==> src/rtl/vsp_pkg.sv <==
// ---------------------------------------------------------------------------
// vsp_pkg: shared types and constants for the axis velocity profiler
// Field widths, fixed-point constants, register codes and lane interfaces.
// ---------------------------------------------------------------------------
package vsp_pkg;

  localparam int AXES    = 3;
  localparam int NAX     = (AXES < 3) ? AXES : 3;
  localparam int ERR_W   = 20;
  localparam int STEP_W  = 22;
  localparam int GAIN_W  = 32;
  localparam int SPEED_W = 20;
  localparam int REACH_W = 19;
  localparam int CFG_W   = 32;
  localparam int PROD_W  = ERR_W + GAIN_W;
  localparam int TGT_W   = PROD_W - 16;

  localparam logic [SPEED_W-1:0] SPEED_FLOOR = 20'd1258;
  localparam logic [SPEED_W-1:0] STOP_SPEED  = 20'd1258;
  localparam logic [SPEED_W-1:0] OVERSPEED   = 20'd84;
  localparam logic [ERR_W-1:0]   LOW_ERROR   = 20'd20;
  localparam logic [2:0]         FINISH_MUL  = 3'd5;

  localparam logic [GAIN_W-1:0]  GAIN_X_RST         = 32'd36650352;
  localparam logic [GAIN_W-1:0]  GAIN_Y_RST         = 32'd43980465;
  localparam logic [GAIN_W-1:0]  GAIN_Z_RST         = 32'd73300;
  localparam logic [SPEED_W-1:0] SPEED_LIMIT_XY_RST = 20'd167772;
  localparam logic [SPEED_W-1:0] SPEED_LIMIT_Z_RST  = 20'd67109;
  localparam logic [SPEED_W-1:0] ACCEL_STEP_RST     = 20'd2517;
  localparam logic [REACH_W-1:0] REACH_ERROR_XY_RST = 19'd25;
  localparam logic [REACH_W-1:0] REACH_ERROR_Z_RST  = 19'd5000;

  typedef enum logic [2:0] {
    REG_GAIN_X,
    REG_GAIN_Y,
    REG_GAIN_Z,
    REG_SPEED_LIMIT_XY,
    REG_SPEED_LIMIT_Z,
    REG_ACCEL_STEP,
    REG_REACH_ERROR_XY,
    REG_REACH_ERROR_Z
  } cfg_reg_t;

  typedef struct packed {
    logic load;
    logic commit;
    logic tracked;
  } lane_ctl_t;

  typedef struct packed {
    logic                     done;
    logic signed [STEP_W-1:0] step;
  } lane_stat_t;

  typedef struct packed {
    logic advance;
    logic commit;
  } pipe_ctl_t;

endpackage

==> src/rtl/vsp_lane.sv <==
// ---------------------------------------------------------------------------
// vsp_lane: one axis of the profiler
// Registers |error| and gain*|error| >> 16, then runs the accelerate / brake /
// cruise decision against the stored speed, direction and reached flag.
// ---------------------------------------------------------------------------
module vsp_lane import vsp_pkg::*; (
  input  logic                     clk,
  input  logic                     rst,
  input  lane_ctl_t                ctl,
  input  logic signed [ERR_W-1:0]  err,
  input  logic [GAIN_W-1:0]        gain,
  input  logic [SPEED_W-1:0]       limit,
  input  logic [SPEED_W-1:0]       accel,
  input  logic [REACH_W-1:0]       reach,
  output lane_stat_t               stat
);

  logic [ERR_W-1:0]   mag_in;
  logic [PROD_W-1:0]  prod_in;

  logic [ERR_W-1:0]   mag;
  logic               neg;
  logic               zero;
  logic [TGT_W-1:0]   tgt_raw;

  logic [SPEED_W-1:0] speed;
  logic [SPEED_W-1:0] speed_next;
  logic               dir;
  logic               dir_next;
  logic               reached;

  logic [TGT_W-1:0]   tgt_floor;
  logic [SPEED_W-1:0] tgt;
  logic               now_reached;
  logic               change;
  logic               idle;
  logic [SPEED_W-1:0] half;
  logic [SPEED_W:0]   sum_up;
  logic [SPEED_W-1:0] speed_dec;
  logic [SPEED_W:0]   step_mag;
  logic [STEP_W-1:0]  step_ext;
  logic [ERR_W+2:0]   fin_mag;

  assign mag_in  = err[ERR_W-1] ? ERR_W'(-err) : ERR_W'(err);
  assign prod_in = PROD_W'(gain) * PROD_W'(mag_in);

  always_ff @(posedge clk) begin
    if (ctl.load) begin
      mag     <= mag_in;
      neg     <= err[ERR_W-1];
      zero    <= (err == '0);
      tgt_raw <= prod_in[PROD_W-1:16];
    end
  end

  always_ff @(posedge clk) begin
    if (rst) begin
      speed   <= '0;
      dir     <= 1'b0;
      reached <= 1'b0;
    end else if (ctl.commit) begin
      speed   <= speed_next;
      dir     <= dir_next;
      reached <= now_reached;
    end
  end

  assign tgt_floor   = (tgt_raw < TGT_W'(SPEED_FLOOR)) ? TGT_W'(SPEED_FLOOR) : tgt_raw;
  assign tgt         = (tgt_floor > TGT_W'(limit)) ? limit : tgt_floor[SPEED_W-1:0];
  assign now_reached = (mag < ERR_W'(reach));
  assign change      = zero || (neg != dir);
  assign idle        = (speed == '0);
  assign dir_next    = (change && idle && !zero) ? neg : dir;
  assign half        = accel >> 1;
  assign sum_up      = {1'b0, speed} + {1'b0, accel};
  assign speed_dec   = speed - accel;

  always_comb begin
    speed_next = speed;
    step_mag   = '0;
    if (ctl.tracked && (idle || (speed < tgt && !change && !now_reached))) begin
      if (!(idle && mag < LOW_ERROR)) begin
        step_mag   = {1'b0, speed} + {1'b0, half};
        speed_next = (sum_up > {1'b0, tgt}) ? tgt : sum_up[SPEED_W-1:0];
      end
    end else if (!idle && (change || now_reached || !ctl.tracked ||
                           {1'b0, speed} >= ({1'b0, tgt} + {1'b0, OVERSPEED}))) begin
      if (speed > tgt && (speed - tgt) < accel && !change && !now_reached && ctl.tracked) begin
        speed_next = tgt;
        step_mag   = {1'b0, tgt};
      end else if (speed < accel) begin
        speed_next = '0;
        step_mag   = '0;
      end else begin
        speed_next = speed_dec;
        step_mag   = {1'b0, half} + {1'b0, speed_dec};
      end
    end else begin
      step_mag = {1'b0, speed};
    end
  end

  assign step_ext  = STEP_W'(step_mag);
  assign stat.step = dir_next ? $signed(step_ext) : -$signed(step_ext);

  assign fin_mag   = (ERR_W+3)'(mag) * (ERR_W+3)'(FINISH_MUL);
  assign stat.done = (fin_mag < (ERR_W+3)'(reach)) && (speed <= STOP_SPEED) && reached;

endmodule

==> config.mk <==
export PLATFORM = sky130hd
export DESIGN_NAME = vsp_lane
export DESIGN_NICKNAME = d
export VERILOG_FILES = /design/src/rtl/vsp_pkg.sv /design/src/rtl/vsp_lane.sv
export SDC_FILE = /design/constraint.sdc
export NUM_CORES = 2
export LEC_CHECK = 0
export ABC_AREA = 1
export BUFFER_PORTS_ARGS = -buffer_cell sky130_fd_sc_hd__buf_2
export CORE_ASPECT_RATIO = 1.5
export CORE_MARGIN = 10
export CORE_UTILIZATION = 40
export CTS_CLUSTER_DIAMETER = 40
export DETAILED_ROUTE_END_ITERATION = 7
export GPL_TIMING_DRIVEN = 0
export PLACE_DENSITY = 0.61
export SYNTH_ARGS = -nofsm -noshare
export SYNTH_HDL_FRONTEND = slang
export SYNTH_SLANG_ARGS = --single-unit
==> constraint.sdc <==
create_clock -name clk -period 22.5 [get_ports clk]
set_clock_uncertainty 0.2 [all_clocks]
set_input_delay 1.125 -clock clk [delete_from_list [all_inputs] [get_ports clk]]
set_output_delay 1.125 -clock clk [all_outputs]
set_load 0.01 [all_outputs]
* Word level (Yosys, flattened, before mapping)
Index checks and enable logic that the tools add are counted.
** Word-level totals
- Latch bits :: 0
- Output and inout bits :: 23
- Bits in registers :: 80
- Memories kept :: 0
- Bits of input ports :: 116
- Memory bits (writable) :: 0
- Bits in read-only memories :: 0
** Cells by class
- Muxes and demuxes :: 16
- Div/mod/pow operators :: 0
- Reduce and logical (&&, ||, !) cells :: 27
- $add $sub $neg :: 8
- $lt $le $gt $ge :: 12
- Equality and inequality tests :: 2
- Shifts and indexed selects :: 0
- $mul :: 2
- Bitwise operators :: 0
** Operators with widths (count)
- $mux 20 :: 8
- $mux 21 :: 5
- $lt 20x20->1 :: 3
- $mul 32x20->52 :: 1
- $logic_not 20->1 :: 2
- $sub 20x20->20 :: 2
- $gt 36x20->1 :: 1
- $lt 36x11->1 const B :: 1
- $mux 36 :: 1
- $lt 23x19->1 :: 1
- $mul 20x3->23 const B :: 1
- $mux 22 :: 1
- $neg 21->22 :: 1
- $add 19x20->21 :: 1
- $add 20x19->21 :: 1
- $add 20x20->21 :: 1
- $add 20x7->21 const B :: 1
- $ge 20x21->1 :: 1
- $gt 21x20->1 :: 1
- $gt 20x20->1 :: 1
- $le 20x11->1 const B :: 1
- $lt 20x19->1 :: 1
- $lt 20x5->1 const B :: 1
- $neg 20->20 :: 1
- 8 further kinds :: 28

* Depth between registers and ports, before layout
- Depth after elaboration :: 15
- Gate-level depth with buffers :: 60
- Mapped depth without buffers :: 59

* Worst setup path before layout
Ideal clock, no wire load.
- Path type :: input to register
- From :: input err[0]
- To :: register tgt_raw[33] (data pin)
- Data required time :: 22.035 ns
- Arrival :: 8.986 ns
- Buffers on the path :: 1
- Cell stages on the path :: 43
- Slack :: 13.049 ns
- Cells stage by stage :: inv_1 > ha_1 > inv_1 > nor3_1 > inv_1 > nor3_1 > nand2_1 > nor3_1 > nand2_1 > nor3_1 > inv_1 > nor3_1 > nand3_1 > nand2_1 > xor2_1 > clkbuf_1 > nand2_1 > fa_1 > (+7 left out) > fa_1 > fa_1 > ha_1 > a21oi_1 > inv_1 > a31oi_1 > inv_1 > a21oi_1 > nor2_1 > nor4_1 > o21ai_0 > nand4_1 > o211ai_1 > a21boi_0 > o21ai_0 > nand2_1 > o21ai_0 > xor2_1
** Between the ends
- Longest elaborated chain between the ends :: 3
** RTL lines
- start: declaration :: RTL line vsp_lane.sv:10 : input logic signed [ERR_W-1:0] err,
- $neg 20->20 :: RTL line vsp_lane.sv:44 : assign mag_in = err[ERR_W-1] ? ERR_W'(-err) : ERR_W'(err);
- $mux 20 * :: RTL line vsp_lane.sv:44
- $mul 32x20->52 * :: RTL line vsp_lane.sv:45 : assign prod_in = PROD_W'(gain) * PROD_W'(mag_in);
- named net prod_in[49] :: RTL line vsp_lane.sv:19 : logic [PROD_W-1:0] prod_in;
- end signal: assignment :: RTL line vsp_lane.sv:52 : tgt_raw <= prod_in[PROD_W-1:16];
- end: declaration :: RTL line vsp_lane.sv:24 : logic [TGT_W-1:0] tgt_raw;
The timed path passes the listed nets; every way through them passes the cells marked *.
A chain may end at the register's enable or synchronous reset.

* Worst setup path in the final report
- From :: input err[0]
- To :: register tgt_raw[33] (data pin)
** Between the ends
- Longest elaborated chain between the ends :: 3
** RTL lines
- $neg 20->20 :: RTL line vsp_lane.sv:44
- $mux 20 :: RTL line vsp_lane.sv:44
- named net mag_in[16] :: RTL line vsp_lane.sv:18 : logic [ERR_W-1:0] mag_in;
- $mul 32x20->52 :: RTL line vsp_lane.sv:45
- named net prod_in[49] :: RTL line vsp_lane.sv:19
The timed path passes the listed nets, and every way through them passes these cells.

==> impl_metrics.env <==
export IMPL_status="finished clean"
export IMPL_synthFlopType="edfxtp_1"
export IMPL_synth_fp_nets=5567
export IMPL_cts_hold_buffers=0
export IMPL_die_h_microns=377
export IMPL_grt_overflow_total=0
export IMPL_synth_simple_gate_area_frac=0.207
export IMPL_ys_seq_area_frac=0.0642
export IMPL_viasPerCell=5.29
export IMPL_grt_start_max_net_pins=59
export IMPL_multi_input_area_sq_um=27600
export IMPL_post_place_ws_ns=9.93
export IMPL_antenna_found_initial=2
export IMPL_ys_ff_latch=80
export IMPL_route_detailed_drc=0
export IMPL_dp_cells=5741
export IMPL_yosysMostFrequentCell="nand2_1"
export IMPL_rsz0062_at_grt="false"
export IMPL_portBuffers=111
export IMPL_cpMostUsedCell="fa_1"
export IMPL_gp_congestion=1.02
export IMPL_cap_violations=0
export IMPL_cts_root_buf="clkbuf_16"
export IMPL_path_clk_slew_ns=0.07
export IMPL_gr_usage_all_layers=0.264
export IMPL_synth_area_sq_um=34000
export IMPL_async_flop_share=0
export IMPL_grt_pass1_wl_microns=193000
export IMPL_synth_compound_area_frac=0.0970
export IMPL_finalCritPeriodShare=0.545
export IMPL_final_layout_size_suffix_gt1_frac=0.0565
export IMPL_coreArea_sq_um=84100
export IMPL_clockBufferDepth=2
export IMPL_path_class="in2reg"
export IMPL_crit_path_end_kind="flip-flop"
export IMPL_chipWidth_microns=258
export IMPL_drt_initial_drc_count=1930
export IMPL_period_needed_ns=12.25
export IMPL_synth_fa_ha_area_frac=0.467
export IMPL_syn_inst=4508
export IMPL_start_kind="input port"
export IMPL_slowest_delay_ns=0.73
export IMPL_cts_sinks=80
export IMPL_worst_hold_slack_ns=0.340
export IMPL_synthTopCellsByCount="nand2_1 (988), inv_1 (902), fa_1 (540), ha_1 (403), nor2_1 (392)"
export IMPL_synth_top_area_frac=0.318
export IMPL_arrival_ns=12.17
export IMPL_cts_tree="built"
export IMPL_post_cts_resized=0
export IMPL_start_util=0.404
export IMPL_io_pins=139
export IMPL_hold_viol_final=0
export IMPL_synth_top_family_by_area="adder cells"
export IMPL_synth_area_leaders="fa_1 (32%), ha_1 (15%), nand2_1 (11%)"
export IMPL_ff_latch_area_sq_um=2180
export IMPL_hold_class="reg2reg"
export IMPL_fin_nets=5689
export IMPL_antenna_left=0
export IMPL_yosysUniqueCellTypes=68
export IMPL_cp_max_fo=10
export IMPL_timing_setup_tns_ns=0
export IMPL_critPathBufInv=9
export IMPL_worstPathRequired_ns=22.42
export IMPL_cts_setup_buffers=0
export IMPL_fillers=8867
export IMPL_setup_viol=0
export IMPL_synth_avg_cell_area_sq_um=7.54
export IMPL_synth_xor_area_frac=0.0422
export IMPL_cts_buffers=9
export IMPL_dieArea_sq_um=97200
export IMPL_yosys_warnings=0
export IMPL_fmaxAchievable_ghz=0.0816
export IMPL_clk_latency_ns=0.38
export IMPL_grt_pass1_vias=31900
export IMPL_vias=30500
export IMPL_yosys_area_top_type="fa_1"
export IMPL_finalNonFillerCells=5760
export IMPL_rows=130
export IMPL_wl_per_cell_microns=22.5
export IMPL_cpLargestDelayFamily="adder cells"
export IMPL_synth_mux_area_frac=0
export IMPL_crit_slowest_cell="clkbuf_1"
export IMPL_drt_wl_total_microns=129000
export IMPL_tightest_slew_ns=1.40
export IMPL_areaGrowthSynthToFinish_pct=6.79
export IMPL_synth_edf_count=58
export IMPL_slew_violations=0
export IMPL_setup_ws_ns=10.25
export IMPL_first_pass_iters=6
export IMPL_htree_num_levels=3
export IMPL_place_hpwl_microns=112000
export IMPL_slew_headroom=0.0658
-- worst paths after layout --
path	start	cells after the start	slack [ns]	to
setup / recovery	err[0]	40	10.25	tgt_raw[33]
hold / removal	dir	2	0.34	dir
setup reg to reg	tgt_raw[11]	46	13.97	speed[7]
hold reg to reg	dir	2	0.34	dir
-- tightest hold or removal path, delay by kind of cell, from the launching register on --
family	cells	cell delay, ns
flip-flops	1	0.31
AO/OA/AOI/OAI	2	0.19
-- flip-flops by register name, summed over array words and instances, names as in the netlist --
signal,cells
mag,20
zero,1
reached,1
tgt_raw,36
dir,1
neg,1
speed,20
-- cell usage in the layout, fill, tap and decap left out, types with 119 or more instances in the layout --
| cell | netlist | routed |
|---|---|---|
| nand2_1 | 988 | 988 |
| inv_1 | 902 | 902 |
| fa_1 | 540 | 540 |
| ha_1 | 403 | 403 |
| nor2_1 | 392 | 392 |
| a21oi_1 | 241 | 241 |
| clkbuf_1 | 143 | 143 |
| nand3_1 | 142 | 142 |
| xor2_1 | 126 | 126 |
| buf_2 | 8 | 119 |
-- area by class of cell --
type	count	share of cell area
Tap cell	1122	0.0387
Timing Repair Buffer	111	0.0153
Inverter	918	0.0950
Sequential cell	80	0.0601
Antenna cell	3	0.000207
Multi-Input combinational cell	3342	0.761
Clock buffer	9	0.00621
Clock inverter	7	0.00297
Buffer	168	0.0201
-- metal layers --
metal / track usage / wire length, microns
met5: 0 / 0
met4: 0.189 / 10900
met3: 0.0306 / 6120
met2: 0.484 / 66100
met1: 0.277 / 46200
-- kinds of logic (layout without fill, tap and decap cells) --
kind of cell,Yosys count,in the layout
compound gates,549,549
xor+xnor,163,163
buf+inv,1086,1213
flops,80,80
fa+ha+maj,943,943
simple gates,1687,1687
other cells,0,3
-- per-stage QoR --
step	utilization	instance area (sq um)
3_3_place_gp	0.427	35900
3_5_place_dp	0.427	35900
2_1_floorplan	-	34000
4_1_cts	0.431	36300
6_report	0.431	36300
5_1_grt	0.431	36300
Power is left out: the tool's default activity adds up to more than one toggle a clock period on the data nets, which glitch-free logic cannot reach.
