<file path="config.mk">
export PLATFORM = sky130hd
export DESIGN_NAME = vsp_merge
export DESIGN_NICKNAME = d
export VERILOG_FILES = /design/src/rtl/vsp_pkg.sv /design/src/rtl/vsp_merge.sv
export SDC_FILE = /design/constraint.sdc
export NUM_CORES = 1
export LEC_CHECK = 0
export BUFFER_PORTS_ARGS = -buffer_cell sky130_fd_sc_hd__buf_2
export CORE_ASPECT_RATIO = 0.9
export CORE_MARGIN = 4
export CORE_UTILIZATION = 47
export DETAILED_ROUTE_END_ITERATION = 6
export GPL_TIMING_DRIVEN = 1
export HOLD_SLACK_MARGIN = 0.1
export PLACE_DENSITY = 0.95
export SLEW_MARGIN = 10
export SYNTH_ARGS = -nofsm -noshare
export SYNTH_HDL_FRONTEND = slang
export SYNTH_SLANG_ARGS = --single-unit
</file>
<file path="constraint.sdc">
create_clock -name clk -period 8.3 [get_ports clk]
set_input_delay 1.66 -clock clk [delete_from_list [all_inputs] [get_ports clk]]
set_output_delay 1.66 -clock clk [all_outputs]
set_load 0.01 [all_outputs]
</file>
<file path="src/rtl/vsp_pkg.sv">
// ---------------------------------------------------------------------------
// vsp_pkg: shared types and constants for the axis velocity profiler
// Field widths, fixed-point constants, register codes and lane interfaces.
// ---------------------------------------------------------------------------
package vsp_pkg;

  localparam int AXES    = 3;
  localparam int NAX     = (AXES < 3) ? AXES : 3;
  localparam int ERR_W   = 20;
  localparam int STEP_W  = 22;
  localparam int GAIN_W  = 32;
  localparam int SPEED_W = 20;
  localparam int REACH_W = 19;
  localparam int CFG_W   = 32;
  localparam int PROD_W  = ERR_W + GAIN_W;
  localparam int TGT_W   = PROD_W - 16;

  localparam logic [SPEED_W-1:0] SPEED_FLOOR = 20'd1258;
  localparam logic [SPEED_W-1:0] STOP_SPEED  = 20'd1258;
  localparam logic [SPEED_W-1:0] OVERSPEED   = 20'd84;
  localparam logic [ERR_W-1:0]   LOW_ERROR   = 20'd20;
  localparam logic [2:0]         FINISH_MUL  = 3'd5;

  localparam logic [GAIN_W-1:0]  GAIN_X_RST         = 32'd36650352;
  localparam logic [GAIN_W-1:0]  GAIN_Y_RST         = 32'd43980465;
  localparam logic [GAIN_W-1:0]  GAIN_Z_RST         = 32'd73300;
  localparam logic [SPEED_W-1:0] SPEED_LIMIT_XY_RST = 20'd167772;
  localparam logic [SPEED_W-1:0] SPEED_LIMIT_Z_RST  = 20'd67109;
  localparam logic [SPEED_W-1:0] ACCEL_STEP_RST     = 20'd2517;
  localparam logic [REACH_W-1:0] REACH_ERROR_XY_RST = 19'd25;
  localparam logic [REACH_W-1:0] REACH_ERROR_Z_RST  = 19'd5000;

  typedef enum logic [2:0] {
    REG_GAIN_X,
    REG_GAIN_Y,
    REG_GAIN_Z,
    REG_SPEED_LIMIT_XY,
    REG_SPEED_LIMIT_Z,
    REG_ACCEL_STEP,
    REG_REACH_ERROR_XY,
    REG_REACH_ERROR_Z
  } cfg_reg_t;

  typedef struct packed {
    logic load;
    logic commit;
    logic tracked;
  } lane_ctl_t;

  typedef struct packed {
    logic                     done;
    logic signed [STEP_W-1:0] step;
  } lane_stat_t;

  typedef struct packed {
    logic advance;
    logic commit;
  } pipe_ctl_t;

endpackage

</file>
<file path="src/rtl/vsp_merge.sv">
// ---------------------------------------------------------------------------
// vsp_merge: finish test and output register
// Combines the lane results, decides hold or commit, and drives the
// result word with its valid/ready handshake.
// ---------------------------------------------------------------------------
module vsp_merge import vsp_pkg::*; (
  input  logic                     clk,
  input  logic                     rst,
  input  logic                     s1_valid,
  input  logic                     s1_reading_valid,
  input  logic                     s1_tracked,
  input  lane_stat_t               stat [3],
  input  logic                     out_ready,
  output pipe_ctl_t                pctl,
  output logic                     out_valid,
  output logic signed [STEP_W-1:0] step_x,
  output logic signed [STEP_W-1:0] step_y,
  output logic signed [STEP_W-1:0] step_z,
  output logic                     finished
);

  logic all_done;
  logic hold;

  assign all_done     = stat[0].done && stat[1].done && stat[2].done;
  assign hold         = !s1_reading_valid || (all_done && s1_tracked);
  assign pctl.advance = !out_valid || out_ready;
  assign pctl.commit  = s1_valid && pctl.advance && !hold;

  always_ff @(posedge clk) begin
    if (rst) begin
      out_valid <= 1'b0;
    end else if (pctl.advance) begin
      out_valid <= s1_valid;
    end
  end

  always_ff @(posedge clk) begin
    if (pctl.advance && s1_valid) begin
      step_x   <= hold ? '0 : stat[0].step;
      step_y   <= hold ? '0 : stat[1].step;
      step_z   <= hold ? '0 : stat[2].step;
      finished <= s1_reading_valid && all_done && s1_tracked;
    end
  end

endmodule

</file>
# Word-level counts from Yosys, hierarchy flattened
# Index checks and enable logic that the tools add are counted.
totals:
  register_bits: 68
  output_inout_bits: 70
  elab_cells: 17
classes:
  reduce_logical: 12
op_table:
  columns: ["cell", "count"]
  rows:
  - ["1-bit logical AND", 7]
  - ["1-bit logical NOT", 3]
  - ["1-bit logical OR", 2]

# Logic depth before layout (Yosys ltp)
# Gate-level depths: netlist (run 1).
depth:
  word_depth: 6
  depth_mapped: 4
  depth_no_buf: 2

# Worst setup path after synthesis (run 1)
# No wires, ideal clock.
synth_timing:
  path_type: "input to register"
  from: "input port out_ready"
  to: "register finished, enable pin"
  setup_ns: 0.432
  arrival_ns: 3.461
  required_time_ns: 7.868
  setup_slack_ns: 4.407
  cell_stages: 2
  n_path_buf: 0
  cell_sequence: "nand2b_1 -> and2_1"
synth_between:
  elab_chain_len: 2
synth_lines:
  columns: ["item", "line", "source"]
  rows:
  - ["start: declaration", "vsp_merge.sv:13", "input logic out_ready,"]
  - ["1-bit logical OR", "vsp_merge.sv:27", "assign pctl.advance = !out_valid || out_ready;"]
  - ["1-bit logical AND", "vsp_merge.sv:39", "if (pctl.advance && s1_valid) begin"]
  - ["end signal: assignment", "vsp_merge.sv:43", "finished <= s1_reading_valid && all_done && s1_tracked;"]
  - ["end: declaration", "vsp_merge.sv:19", "output logic finished"]
# Every way passes these cells.
# A chain may end at the register's enable or synchronous reset.

==> flow_summary.ini, run 1 <==
[synth]
netlist_area_sq_mm = 0.00259
synth_seq_cells = 68
postSynthCellCount = 156
yosys_warnings = 0
ys_seq_area_share_pct = 78.4
syn-num-nets = 231
syn_area_per_cell_sq_um = 16.6
synth_cell_types = 15

[layout]
final_cells = 370
drive_gt1_share_pct = 56.1
num_antenna_cells = 0
final_nets = 373
post-route-util_pct = 66.6
fin_area_sq_mm = 0.00352
area_growth_pct = 35.7

[placed_design]
place_congestion = 0.684
dp_cells = 354
placed_cell_area_sq_mm = 0.00333
portBuffers = 144
dpl_worst_slack_ns = 3.60

[timing]
finalMaxSlewViolations = 0
layout_min_cycle_time_ns = 4.70
setup_tns_ns = 0
clock_skew_ns = 0.00468
final-setup-viol-count = 0
final_hold_viol_count = 0
clock.fmax_ghz = 0.213
setup_ws_ns = 3.60
max-slew-margin-rel_pct = 44.7
tightest_slew_ns = 0.830
rsz0062_at_grt = false
min_period_over_period_pct = 56.7
whs_ns = 0.547

[grt]
use_met3_pct = 7.66
grt_pass1_wl_um = 8900
grt.met2_usage_pct = 28.0
grt.busiest_layer = met2
grt_pass1_vias = 1818
grt_max_degree = 69
antenna_found_initial = 0
globalRouteOverflowTotal = 0
grtUsageTotal_pct = 17.6
use_met1_pct = 20.3

[pwr]
p_switching_mw = 0.167
combPwrFrac_pct = 10.6
vdd.ir_drop.worst_uv = 183
p_leak_nw = 1.73
power_frac_seq_pct = 55.0
switching_share_pct = 22.4
powerDensity_mw_per_mm2 = 212
clkPwrFrac_pct = 34.4
p_int_mw = 0.578
p_total_mw = 0.745

[worst_setup_path]
path_buf_inv = 2
cp_slowest_cell = nand4_4
worstPathArrival_ns = 3.04
crit_path_start_kind = primary input
crit_type = primary input to primary output
crit_top_cell = buf_2
cp-end-kind = primary output
max_stage_delay_ns = 0.58
critical-path-top-delay-family = simple AND/OR/NAND/NOR gates
cp_max_fo = 68
crit_chain = buf_2, nand4_4, and4_2, buf_2
cp_data_required_time_ns = 6.64

[floorplanning]
dieHeight_um = 78.5
pin_count = 145
die_w_um = 86.3
initial_core_util_pct = 49.0
die_area_sq_mm = 0.00677
rows = 25
core-area_sq_mm = 0.00529

[clock_tree]
clock_path_buffers = 2
clk_latency_ns = 0.32
cts_hold_buf = 0
htree_num_levels = 3
cts_resized = 0
cts-root-buf = clkbuf_8
post_cts_buffers = 0
cts_made_buffers = 9
cts_sinks = 68
clk_pin_slew_ns = 0.07
cts_tree = yes

[route]
num_vias = 1860
totalWireLength_um = 5700
vias_per_cell = 5.03
routedWlPerCell_um = 15.4
ant_nets = 0
dr.pass1.iters = 4
drtIter0Drc = 88
drc = 0

[hold_path]
hold_path.class = register to register

[run_status]
outcome = finished, final reports clean

[job]
max_cap_violations = 0
power by group through the flow:
stage	Combinational, mW	Clock, mW	Sequential, mW
finish	0.0790	0.256	0.410
global route	0.0874	0.283	0.412
CTS	0.0803	0.264	0.410
detailed placement	0.0801	0	0.418
global placement	0.0773	0	0.417
floorplan	0.0238	0	0.431
state kept, by name (all words and copies together), names as in the netlist:
name       flops
finished       1
out_valid      1
step_x        22
step_y        22
step_z        22
Yosys cell counts:
master	count	area share (%)
edfxtp_1	67	78
and3_1	59	14
clkbuf_1	8	1.2
and3_2	7	2.0
buf_6	3	1.3
buf_2	2	0.39
inv_1	2	0.29
a21oi_1	1	0.19
and2_1	1	0.24
and4_2	1	0.39
clkbuf_2	1	0.19
dfxtp_1	1	0.77
nand2b_1	1	0.24
nand4_4	1	0.82
nor2_1	1	0.14
final timing paths:
path | start | to | slack [ns] | cells after the start
max | s1_tracked | pctl[0] | 3.60 | 4
min | out_valid | out_valid | 0.55 | 2
max reg2reg | out_valid | step_y[15] | 6.69 | 3
min reg2reg | out_valid | out_valid | 0.55 | 2
area by class of cell:
class | count | area (sq um)
Clock buffer | 9 | 124
Inverter | 2 | 7.51
Clock inverter | 7 | 67.6
Tap cell | 67 | 83.8
Multi-Input combinational cell | 72 | 475
Fill cell | 392 | 1770
Timing Repair Buffer | 145 | 728
Sequential cell | 68 | 2030
placed cells by master, fill, tap and decap left out, drive strengths merged, types with 2 or more instances in the layout:
cell type,count
clkbuf,9
edfxtp,67
buf,145
clkinv,4
inv,2
and3,66
clkinvlp,2
logic make-up (layout without fill, tap and decap cells):
logic type,after synthesis,after routing,share of synthesized area (%)
and+or+nand+nor,71,71,18.1
DFF,68,68,78.4
buffers and inverters,16,163,3.33
AOI/OAI and AO/OA,1,1,0.193
worst reg2reg max path, cell delays in order, from the launching register on:
cell and delay (ns):
dfxtp_1 0.32, nand2b_1 0.11, and2_2 0.15, buf_4 0.64
routing by layer:
layer | part of all wire [%] | vias up | wire length, um
met3 | 13 | 13 | 731
met5 | 0 | - | 0
met2 | 48 | 114 | 2710
met1 | 37 | 853 | 2120
li1 | - | 880 | -
met4 | 2.3 | 0 | 130
Power figures use the tool's default switching activity.
==> run 2: changes to the inputs <==
Settings changed: CORE_UTILIZATION 47 to 39, PLACE_DENSITY 0.95 to 0.86.
Clock period 8.3 ns to 3.9 ns, I/O delays scaled along.
==> run 2 against run 1 <==
Count of clock-buffer cells in the layout rose by 1. Global-route usage decreased by 3.2 points. Final cell count grew 5.9%. Cell area increased by 1.2%. Utilization is 9.9 points lower. Wire length fell by 2.8%. Flip-flop and latch count stayed put. Power rose by 110%. Largest cell class unchanged. Highest routed layer unchanged.
==> flow_summary.ini, run 2 (same netlist as run 1, synthesis figures left out) <==
[grt]
grtUsageTotal_pct = 14.4
grt_max_degree = 69
antenna_found_initial = 0
grt_pass1_wl_um = 8860
grt_pass1_vias = 1872
globalRouteOverflowTotal = 0

[clock_tree]
cts_hold_buf = 0
cts_tree = yes
cts-root-buf = clkbuf_8
clk_pin_slew_ns = 0.07
clock_path_buffers = 2
post_cts_buffers = 0
cts_resized = 0
cts_sinks = 68
clk_latency_ns = 0.33
htree_num_levels = 3
cts_made_buffers = 9

[route]
totalWireLength_um = 5540
drc = 0
dr.pass1.iters = 4
ant_nets = 0
routedWlPerCell_um = 14.1
num_vias = 1837
vias_per_cell = 4.69
drtIter0Drc = 77

[timing]
final-setup-viol-count = 0
rsz0062_at_grt = false
finalMaxSlewViolations = 0
clock_skew_ns = 0.00323
whs_ns = 0.535
setup_tns_ns = 0
max-slew-margin-rel_pct = 65.9
min_period_over_period_pct = 64.1
clock.fmax_ghz = 0.400
final_hold_viol_count = 0
tightest_slew_ns = 0.512
layout_min_cycle_time_ns = 2.50

[placed_design]
dpl.hpwl_um = 3880
place_congestion = 0.675
portBuffers = 144
placed_cell_area_sq_mm = 0.00338

[worst_setup_path]
crit_type = primary input to primary output
cp_data_required_time_ns = 3.12
worstPathArrival_ns = 1.72
cp_max_fo = 68
reg2regPathDepth = 3
crit_path_start_kind = primary input
cp-end-kind = primary output

[layout]
multi_input_area_sq_um = 475
fillers = 520
final_nets = 375
fin_area_sq_mm = 0.00356
area_growth_pct = 37.4
final_cell_mix = buf_2, edfxtp_1, and3_1
final_common_cell = buf_2
top_regs = step_x x22, step_y x22, step_z x22
drive_gt1_share_pct = 55.7
num_antenna_cells = 0
seqCellArea_sq_mm = 0.00203

[floorplanning]
core-area_sq_mm = 0.00628
rows = 27
die_w_um = 93.9
dieHeight_um = 85.3
initial_core_util_pct = 41.3
pin_count = 145
die_area_sq_mm = 0.00802

[hold_path]
hold_path.class = register to register
holdPathStages = 2

[pwr]
p_leak_nw = 1.74
powerDensity_mw_per_mm2 = 442
vdd.ir_drop.worst_uv = 291

[run_status]
outcome = finished, final reports clean

[job]
max_cap_violations = 0
[run 2: changes by cell type in the layout (fill, tap and decap cells not counted)]
cell / previous run / this run
buf_12: 0 / 1
buf_4: 1 / 2
clkbuf_1: 0 / 1
clkinv_1: 1 / 2
clkinv_4: 1 / 0
clkinvlp_4: 2 / 1
[run 2: cell type report]
| cell class | count | share of cell area [%] |
|---|---|---|
| sequential | 68 | 57.0 |
| timing repair buffer | 147 | 21.2 |
| multi-input combinational | 72 | 13.3 |
| clock buffer | 10 | 3.58 |
| tap | 87 | 3.06 |
| clock inverter | 6 | 1.55 |
| inverter | 2 | 0.211 |
[run 2: routing by layer]
| layer | vias to the layer above | share of wire [%] | GRT usage, % |
|---|---|---|---|
| li1 | 882 | - | - |
| met1 | 844 | 38 | 16.2 |
| met2 | 106 | 47 | 23.1 |
| met3 | 5 | 13 | 8.42 |
| met4 | 0 | 1.1 | 4.59 |
| met5 | - | 0 | 0 |
[run 2: where the power goes]
part / switching (mW) / internal (mW) / total (mW)
sequential: 0.0108 / 0.861 / 0.871
combinational: 0.0901 / 0.0806 / 0.171
clock: 0.242 / 0.289 / 0.531
[run 2: critical path, stage by stage]
cell and delay [ns]:
buf_2 0.07, buf_4 0.40, and4_2 0.30, buf_2 0.13
[run 2: through the flow]
stage / cells / util (%) / total power [mW] / setup WS (ns)
2_1_floorplan: 156 / - / 0.969 / 0.887
3_3_place_gp: 376 / 53.8 / 1.06 / 1.46
3_5_place_dp: 376 / 53.8 / 1.06 / 1.41
4_1_cts: 392 / 56.7 / 1.59 / 1.42
5_1_grt: 392 / 56.7 / 1.66 / 1.30
6_report: 392 / 56.7 / 1.57 / 1.40
[run 2: path summary, 6_finish.rpt]
path / end / slack (ns) / from
worst max-delay path: pctl[0] / 1.40 / s1_reading_valid
worst min-delay path: out_valid / 0.54 / out_valid
worst max register to register: step_y[1] / 2.62 / out_valid
worst min register to register: out_valid / 0.54 / out_valid
==> run 3: changes to the inputs <==
Settings changed: CORE_UTILIZATION 39 to 44, PLACE_DENSITY 0.86 to 0.91.
Clock period 3.9 ns to 2.5 ns, I/O delays scaled along.
==> run 3 against run 2 <==
Final cell count fell by 4.8%. Wire length increased by 1.9%. Non-clock buffer count unchanged. Critical path depth unchanged. Critical endpoint unchanged. Largest power group unchanged.
==> flow_summary.ini, run 3 (same netlist as run 1, synthesis figures left out) <==
[grt]
antenna_found_initial = 0
grt_pass1_vias = 1850
globalRouteOverflowTotal = 0
grt_max_degree = 68
grt_pass1_wl_um = 8510
grtUsageTotal_pct = 15.8

[job]
max_cap_violations = 0

[layout]
fin_area_sq_mm = 0.00353
final_cell_mix = buf_2, edfxtp_1, and3_1
top_regs = step_x x22, step_y x22, step_z x22
area_growth_pct = 36.1
final_common_cell = buf_2
drive_gt1_share_pct = 55.8
num_antenna_cells = 0
final_nets = 375

[pwr]
power_frac_seq_pct = 56.0
clkPwrFrac_pct = 33.1
p_leak_nw = 1.73
vdd.ir_drop.worst_uv = 403
p_int_mw = 1.92
powerDensity_mw_per_mm2 = 688
combPwrFrac_pct = 10.9
switching_share_pct = 21.2
p_switching_mw = 0.515

[worst_setup_path]
cp_slowest_cell = and4_2
crit_type = primary input to primary output
path_buf_inv = 2
crit_path_end = pctl[0]
cp-end-kind = primary output
crit_chain = buf_2, nand4_4, and4_2, buf_2
reg2regPathDepth = 3
critical-path-top-delay-family = simple AND/OR/NAND/NOR gates
crit_path_start_kind = primary input
max_stage_delay_ns = 0.40
cp_max_fo = 34
r2r-start = out_valid
cp.depth = 4
critPathLaunch = s1_tracked
rr_endpoint = step_y[3]
r2r_setup_slack_ns = 1.22
worstPathArrival_ns = 1.51
cp_data_required_time_ns = 2.00
crit_top_cell = buf_2

[timing]
tightest_slew_ns = 0.452
rsz0062_at_grt = false
layout_min_cycle_time_ns = 2.01
min_period_over_period_pct = 80.2
final_hold_viol_count = 0
final-setup-viol-count = 0
clock.fmax_ghz = 0.499
finalMaxSlewViolations = 0
clock_skew_ns = 0.00575
max-slew-margin-rel_pct = 69.9
setup_tns_ns = 0

[route]
dr.pass1.iters = 4
routedWlPerCell_um = 15.2
ant_nets = 0
vias_per_cell = 4.90
num_vias = 1828
drtIter0Drc = 81
drc = 0
totalWireLength_um = 5650

[clock_tree]
clk_pin_slew_ns = 0.06
cts_made_buffers = 9
clock_path_buffers = 2
post_cts_buffers = 0
htree_num_levels = 3
cts_hold_buf = 0
cts-root-buf = clkbuf_8
cts_tree = yes
cts_sinks = 68
clk_latency_ns = 0.32
cts_resized = 0

[floorplanning]
dieHeight_um = 80.8
pin_count = 145
core-area_sq_mm = 0.00569
initial_core_util_pct = 45.5
die_area_sq_mm = 0.00719
die_w_um = 88.9
rows = 26

[run_status]
outcome = finished, final reports clean

[placed_design]
placed_cell_area_sq_mm = 0.00336
place_congestion = 0.733
portBuffers = 144

[hold_path]
hold_path.class = primary input to register
run 3: cell types whose count changed in the layout (fill, tap and decap cells not counted):
cell        before  now
clkinvlp_4       1    0
clkinv_1         2    0
clkbuf_1         1    2
run 3: metal layers:
metal | share of wire, % | GRT usage, % | wire length [um]
met3 | 12 | 6.29 | 684
met1 | 38 | 18.2 | 2140
met4 | 2.1 | 7.55 | 119
met2 | 48 | 25.7 | 2710
met5 | 0 | 0 | 0
run 3: final cells by class:
cell class | instances | area, sq um
flip-flops and latches | 68 | 2030
clock inverters | 3 | 40.0
inverters | 2 | 7.51
fillers | 458 | 2160
clock buffers | 11 | 131
multi-input cells | 72 | 475
repair buffers | 147 | 756
well taps | 70 | 87.6
run 3: through the flow:
step	util, %	total power, mW	setup WS [ns]	hold WS, ns	std cells
finish	62.0	2.43	0.495	0.334	373
global route	62.0	2.56	0.415	0.316	373
CTS	62.0	2.47	0.523	0.313	373
detailed placement	59.0	1.66	0.528	0.541	359
global placement	59.0	1.64	0.567	0.506	359
floorplan	-	1.51	0.497	0.569	156
run 3: worst min-delay path by stage:
stage | to | from | slack [ns] | cells after the start
6_report | out_valid | rst | 0.33 | 2
3_3_place_gp | out_valid | out_valid | 0.51 | 2
4_1_cts | out_valid | rst | 0.31 | 2
3_5_place_dp | out_valid | out_valid | 0.54 | 2
5_1_grt | out_valid | rst | 0.32 | 2
2_1_floorplan | out_valid | rst | 0.57 | 1
run 3: power by group through the flow:
stage / sequential [mW] / clock (mW) / combinational [mW]
detailed placement: 1.39 / 0 / 0.270
finish: 1.36 / 0.804 / 0.266
CTS: 1.36 / 0.838 / 0.271
global route: 1.37 / 0.892 / 0.296
floorplan: 1.43 / 0 / 0.0795
global placement: 1.38 / 0 / 0.262
